===== src/rtl/scsa_pkg.sv =====
// Shared types and constants for the size-class slab allocator.
package scsa_pkg;

  localparam int ADDR_W  = 20;
  localparam int SIZE_W  = 16;
  localparam int CLS_W   = 4;
  localparam int CNT_W   = 18;
  localparam int STAT_W  = 3;
  localparam int NCLS    = 13;

  localparam logic [STAT_W-1:0] ST_OK        = 3'd0;
  localparam logic [STAT_W-1:0] ST_TOO_LARGE = 3'd1;
  localparam logic [STAT_W-1:0] ST_NO_PAGES  = 3'd2;
  localparam logic [STAT_W-1:0] ST_NULL      = 3'd3;
  localparam logic [STAT_W-1:0] ST_NOT_HANDL = 3'd4;
  localparam logic [STAT_W-1:0] ST_BAD_PAGE  = 3'd5;

  localparam logic [CNT_W-1:0] COUNT_MAX = 18'h3FFFF;

  // classified request handed from front to back
  typedef struct packed {
    logic              is_free;
    logic              early;    // result fully known at classify time
    logic [STAT_W-1:0] status;
    logic [CLS_W-1:0]  cls;
    logic [ADDR_W-1:0] addr;
  } req_t;

  typedef struct packed {
    logic [ADDR_W-1:0] entry_address;
    logic [STAT_W-1:0] status;
    logic [CLS_W-1:0]  class_index;
    logic [CNT_W-1:0]  class_objects;
  } res_t;

  function automatic logic [11:0] class_bytes(input logic [CLS_W-1:0] c);
    case (c)
      4'd0:  class_bytes = 12'd4;
      4'd1:  class_bytes = 12'd8;
      4'd2:  class_bytes = 12'd16;
      4'd3:  class_bytes = 12'd24;
      4'd4:  class_bytes = 12'd32;
      4'd5:  class_bytes = 12'd48;
      4'd6:  class_bytes = 12'd64;
      4'd7:  class_bytes = 12'd96;
      4'd8:  class_bytes = 12'd128;
      4'd9:  class_bytes = 12'd256;
      4'd10: class_bytes = 12'd384;
      4'd11: class_bytes = 12'd512;
      4'd12: class_bytes = 12'd1024;
      default: class_bytes = 12'd0;
    endcase
  endfunction

endpackage


===== src/rtl/scsa_front.sv =====
// Front end: accepts requests, picks the size class, screens frees.
module scsa_front import scsa_pkg::*; #(
  parameter int PAGE_SH = 12
) (
  input  logic              clk,
  input  logic              rst,
  input  logic              in_valid,
  output logic              in_ready,
  input  logic              command,
  input  logic [SIZE_W-1:0] request_size,
  input  logic [ADDR_W-1:0] free_address,
  output logic              q_valid,
  input  logic              q_ready,
  output req_t              q_data
);

  // two-entry queue
  req_t       mem [2];
  logic       wp, rp;
  logic [1:0] cnt;
  req_t       cur;
  logic [CLS_W-1:0] cls;
  logic       found;

  always_comb begin
    found = 1'b0;
    cls = '0;
    for (int i = NCLS - 1; i >= 0; i--) begin
      if ({4'd0, class_bytes(CLS_W'(i))} >= request_size) begin
        found = 1'b1;
        cls = CLS_W'(i);
      end
    end
    cur = '0;
    cur.is_free = command;
    cur.addr = free_address;
    if (!command) begin
      cur.early = !found;
      cur.status = found ? ST_OK : ST_TOO_LARGE;
      cur.cls = cls;
    end else if (free_address == '0) begin
      cur.early = 1'b1;
      cur.status = ST_NULL;
    end else if (free_address[PAGE_SH-1:0] == '0) begin
      cur.early = 1'b1;
      cur.status = ST_NOT_HANDL;
    end
  end

  assign in_ready = (cnt != 2'd2);
  assign q_valid  = (cnt != 2'd0);
  assign q_data   = mem[rp];

  always_ff @(posedge clk) begin
    if (in_valid && in_ready) mem[wp] <= cur;
    if (rst) begin
      wp <= 1'b0;
      rp <= 1'b0;
      cnt <= 2'd0;
    end else begin
      if (in_valid && in_ready) wp <= ~wp;
      if (q_valid && q_ready) rp <= ~rp;
      cnt <= cnt + 2'(in_valid && in_ready) - 2'(q_valid && q_ready);
    end
  end

  assert property (@(posedge clk) disable iff (rst) cnt <= 2'd2)
    else $error("queue overflow");
  assert property (@(posedge clk) disable iff (rst)
    (cnt == 2'd2 && !(q_valid && q_ready)) |=> cnt == 2'd2)
    else $error("full queue lost an entry");
  assert property (@(posedge clk) disable iff (rst) (cnt == 2'd0) |-> !q_valid)
    else $error("empty queue shows valid");

endmodule


===== config.mk =====
export PLATFORM = sky130hd
export DESIGN_NAME = scsa_front
export DESIGN_NICKNAME = d
export VERILOG_FILES = /design/src/rtl/scsa_pkg.sv /design/src/rtl/scsa_front.sv
export SDC_FILE = /design/constraint.sdc
export NUM_CORES = 1
export LEC_CHECK = 0
export ABC_CLOCK_PERIOD_IN_PS = 5100
export BUFFER_PORTS_ARGS = -buffer_cell sky130_fd_sc_hd__buf_2
export CAP_MARGIN = 20
export CORE_MARGIN = 1
export CORE_UTILIZATION = 58
export CTS_BUF_LIST = sky130_fd_sc_hd__clkbuf_8
export DETAILED_ROUTE_END_ITERATION = 10
export GPL_ROUTABILITY_DRIVEN = 0
export PLACE_DENSITY = 0.91
export SETUP_SLACK_MARGIN = 0.05
export SYNTH_ARGS = -nofsm -noshare
export SYNTH_HDL_FRONTEND = slang
export SYNTH_SLANG_ARGS = --single-unit

===== constraint.sdc =====
create_clock -name clk -period 5.1 [get_ports clk]
set_input_delay 0.51 -clock clk [delete_from_list [all_inputs] [get_ports clk]]
set_output_delay 0.51 -clock clk [all_outputs]
set_load 0.005 [all_outputs]

======== Word level (Yosys, flattened, before mapping) ========
Memory sizes are Yosys's and may differ from the RTL's. A register that Yosys moved wholly into a read port is not among the register bits.
Cells that the tools add are included.
word-level totals
  bits in registers ....................... 4
  bits in writable memories ............... 58
  bits of input ports ..................... 41
  logic and storage cells ................. 63
  memories kept ........................... 1
memory list
  name  words  bits a word  read ports  clocked after Yosys merged registers in  write ports  line              text
  mem   2      29           1           1                                        1            scsa_front.sv:18  req_t mem [2];
cells by class
  add/subtract/negate cells ............... 2
  order comparisons ....................... 13
  eq/ne operators ......................... 1
  mux-type cells .......................... 35
  bitwise gates (word level) .............. 2
  reductions and logical operators ........ 6
operators with widths
  cell                                                                    count
  4-bit 2-to-1 mux                                                        17
  5-bit by 16-bit >= comparator with 1-bit output, first input constant   2
  6-bit by 16-bit >= comparator with 1-bit output, first input constant   2
  7-bit by 16-bit >= comparator with 1-bit output, first input constant   2
  9-bit by 16-bit >= comparator with 1-bit output, first input constant   2
  20-bit zero test                                                        1
  1-bit 2-to-1 mux                                                        18
  10-bit by 16-bit >= comparator with 1-bit output, first input constant  1
  11-bit by 16-bit >= comparator with 1-bit output, first input constant  1
  3-bit by 16-bit >= comparator with 1-bit output, first input constant   1
  4-bit by 16-bit >= comparator with 1-bit output, first input constant   1
  8-bit by 16-bit >= comparator with 1-bit output, first input constant   1
  12-bit zero test                                                        1
  2-bit by 1-bit adder with 2-bit output                                  1
  1-bit logical AND                                                       2
  2-bit inequality test, second input constant                            1
  1-bit inverter                                                          2
  2-bit nonzero test                                                      1
  2-bit by 1-bit subtractor with 2-bit output                             1
  1-bit zero test                                                         1

======== Longest topological paths before layout ========
  depth after elaboration ................. 16
  depth in mapped cells ................... 8
  depth with buffers taken out ............ 8

======== Worst setup path after synthesis ========
No wires, ideal clock.
  path kind ............................... input to register
  start ................................... input port in_valid
  end ..................................... memory mem[0][0] (netlist bit) (enable)
  library setup time ...................... 0.415 ns
  arrival ................................. 1.832 ns
  setup slack ............................. 2.853 ns
  cell stages on the path ................. 2
  buffers on the path ..................... 0
  cell sequence ........................... nand2_1 -> nor2_1
on the way
  word-level cells in the longest chain between the ends .. 3
ends and longest elaborated chain
  element                                 line              text
  start, declared                         scsa_front.sv:7   input logic in_valid,
  1-bit logical AND                       scsa_front.sv:55  if (in_valid && in_ready) mem[wp] <= cur;
  1-bit 2-to-1 mux                        scsa_front.sv:55
  1-bit 2-to-1 mux (not written as such)  scsa_front.sv:55
  end, declared                           scsa_front.sv:18
No other way between the ends.

==> flow_summary_export.csv <==
group,metric,value,unit
timing,timing.final.max_slew_violations,0,
route,detail_route.drc_violations,0,
route,dr.first_iter.drc_count,122,
die,number_of_placement_rows,24,
place,place.detailed.hpwl,3.444,mm
place,placement.setup.worst_slack,2.653,ns
worst_setup_path,timing.critical_path.buf_inv,1,
global_route,antenna_violations_before_repair,0,
route,detail_route.vias_per_cell,5.744,
synth,synth_cell_types,43,
clock_tree,ctsRootBufferMaster,"clkbuf_8",
route,drtAntennaViolNets,0,
global_route,track_usage,21.39,%
worst_setup_path,cp-start-kind,"input port",
layout,layout.cells.most_common,"buf_2",
route,number_of_vias_after_detailed_routing,1815,
clock_tree,cts_hold_repair.buffers,0,
power,power.density,415.6,nW/um2
global_route,grt_pass1_wl,7.997,mm
timing,grt_setup_unrepaired,"no",
worst_setup_path,endpoint_kind,"flip-flop",
timing,fin_crit_period,2.143,ns
synth,synth_area,2718,um2
worst_setup_path,cp_data_required_time,5.23,ns
timing,worst_slew_pin_slew,0.5417,ns
power,p_total,1.381,mW
run,timing.max_cap.violations,0,
die,die_w,70.45,um
layout,final_nets,302,
synth,synth-adder-area-share,0.9208,%
clock_tree,ctsLongestPathBuffers,2,
synth,synth_enable_flop_cells,58,
die,design.core.area,4414,um2
die,die_h,70.45,um
layout,antenna-diode-count,0,
synth,synth.ff_latch_count,63,
global_route,grt_start_max_net_pins,30,
synth,synth-xor-area-share,1.289,%
timing,finalSetupViolCount,0,
timing,max-slew-margin-rel,63.43,%
route,dr_wl_met3,244,um
synth,compound_cell_area_share_of_the_yosys_netlist,6.630,%
clock_tree,h_tree_depth,3,
clock_tree,tritoncts.num_buffers,9,
timing,clock.fmax,466.7,MHz
route,detail_route.wl_per_cell,15.56,um
route,met1_length,1.955,mm
clock_tree,post_cts_resize_count,0,
worst_setup_path,cp_data_arrival_time,2.27,ns
worst_setup_path,path_delay_family,"simple AND/OR/NAND/NOR gates",
timing,timing.clock.skew,0.007622,ns
place,portBuffers,71,
layout,final_cell_mix,"buf_2, edfxtp_1, mux2_2, clkbuf_8, nor2_1",
hold_path,timing.hold.worst.class,"input port to flip-flop",
power,ir_worst_vdd,247.1,uV
route,dr.max_layer_used,"met4",
global_route,globalRouteOverflowTotal,0,
route,dr.pass1.iters,4,
synth,yosys.area_share.simple,10.17,%
synth,synth-warning-count,0,
clock_tree,worst_skew_pair.late_latency,0.32,ns
die,start_util,61.56,%
clock_tree,cts_tree,"done",
worst_setup_path,crit_fanout,4,
status,run_status,"finished, final reports clean",
timing,period_share,42.02,%
synth,netlist_instances,177,
timing,final-hold-violation-count,0,
global_route,first_global_vias,1807,
worst_setup_path,critical_path_class,"input port to flip-flop",
layout,drive_above_1_share,46.97,%
synth,post_synth.cell_area_avg,15.35,um2
route,wl_met2,2.611,mm
layout,areaGrowthSynthToFinish,22.28,%
synth,synthDominantAreaCellType,"edfxtp_1",
worst_setup_path,timing.critical_path.cells,"buf_2, or4_4, or4b_4, a31oi_4, nor2_1, a221oi_2",
worst_setup_path,cell_at_the_slowest_stage_of_the_critical_path,"or4b_4",
clock_tree,post_cts.repair.setup_buffers,0,
synth,postSynthNetCount,220,
power,power.static_leakage,1.279,nW
synth,netlist.area_leader.share,64.09,%
synth,synth_top_family_by_area,"multiplexers",
route,drt_wl_total,4.918,mm
synth,synth_sequential_area_ratio,67.77,%
die,design.portCount,72,
timing,layout_setup_ws,2.957,ns
clock_tree,cts_num_sinks,63,
synth,synthMuxAreaShare,12.38,%
synth,async_reset_ff_share,0,%
die,design.die.area,4963,um2
clock_tree,cts.clk_slew.worst_paths,0.07,ns
worst_setup_path,slowest_cell_delay_on_critical_path,0.54,ns
synth,synth_top_flop_cell,"edfxtp_1",
synth,synth_area_leaders,"edfxtp_1, mux2_2, dfxtp_1",
timing,setup_total_neg_slack,0,ns
==> path summary, 6_finish.rpt <==
path	from	end	slack, ns	cells past startpoint
max	request_size[15]	mem[1][21]	2.96	6
max reg2reg	cnt[1]	cnt[1]	3.32	8
min reg2reg	rp	rp	0.53	2
min	free_address[6]	mem[1][6]	0.39	1
==> metal layers <==
layer | up-vias | GRT usage [%]
met3 | 12 | 4.329
met5 | - | 0
li1 | 860 | -
met2 | 82 | 37.78
met1 | 861 | 24.08
met4 | 0 | 11.56
==> where the power goes <==
part	switching (mW)	leakage (nW)	internal (mW)
Clock	0.164	0.101	0.195
Combinational	0.170	0.592	0.175
Sequential	0.0211	0.587	0.656
==> flip-flops by register name (all words and copies together), names as in the netlist, named ones only <==
signal / count
wp: 1
mem: 58
cnt: 2
rp: 1
==> metrics by stage <==
stage / area, um2 / utilization, % / hold slack (ns) / cells
2_1_floorplan: 2718 / - / 0.4812 / 177
4_1_cts: 3323 / 75.28 / 0.3759 / 316
6_report: 3323 / 75.28 / 0.3926 / 316
3_3_place_gp: 3152 / 71.40 / 0.4967 / 300
3_5_place_dp: 3152 / 71.40 / 0.5201 / 300
5_1_grt: 3323 / 75.28 / 0.3811 / 316
==> worst reg2reg max path, cell delays in order (launching register included) <==
cell and delay [ns]:
dfxtp_1 0.33, or2_2 0.30, and2_1 0.19, ha_1 0.29
inv_1 0.06, ha_1 0.14, xor2_1 0.18, xnor2_1 0.14
nor2_1 0.06
==> final cells by class <==
class                           instances  area [um2]
Tap cell                               52       65.06
Multi-Input combinational cell        108       855.8
Inverter                                3       11.26
Fill cell                             273        1091
Timing Repair Buffer                   74       377.9
Sequential cell                        63        1842
Clock buffer                           11       151.4
Clock inverter                          5       20.02
==> synth_stat cells, types with 2 or more instances <==
cell type / number
nand2_1: 7
and3_1: 3
clkbuf_1: 2
a21oi_1: 4
xnor2_1: 2
and2_1: 3
nor2_1: 11
nand2b_1: 3
nor3b_1: 2
xor2_1: 2
o21ai_0: 2
edfxtp_1: 58
dfxtp_1: 5
nor3_1: 5
nor4_1: 6
ha_1: 2
or2_2: 2
inv_1: 3
mux2_2: 29
o21ai_1: 3
==> kinds of logic (layout without fill, tap and decap cells) <==
family          after synthesis  after routing
mux                          30             30
buf+inv                       6             93
xor+xnor                      4              4
simple gates                 50             50
compound gates               22             22
fa+ha+maj                     2              2
flops                        63             63
(Power assumes the default switching activity.)
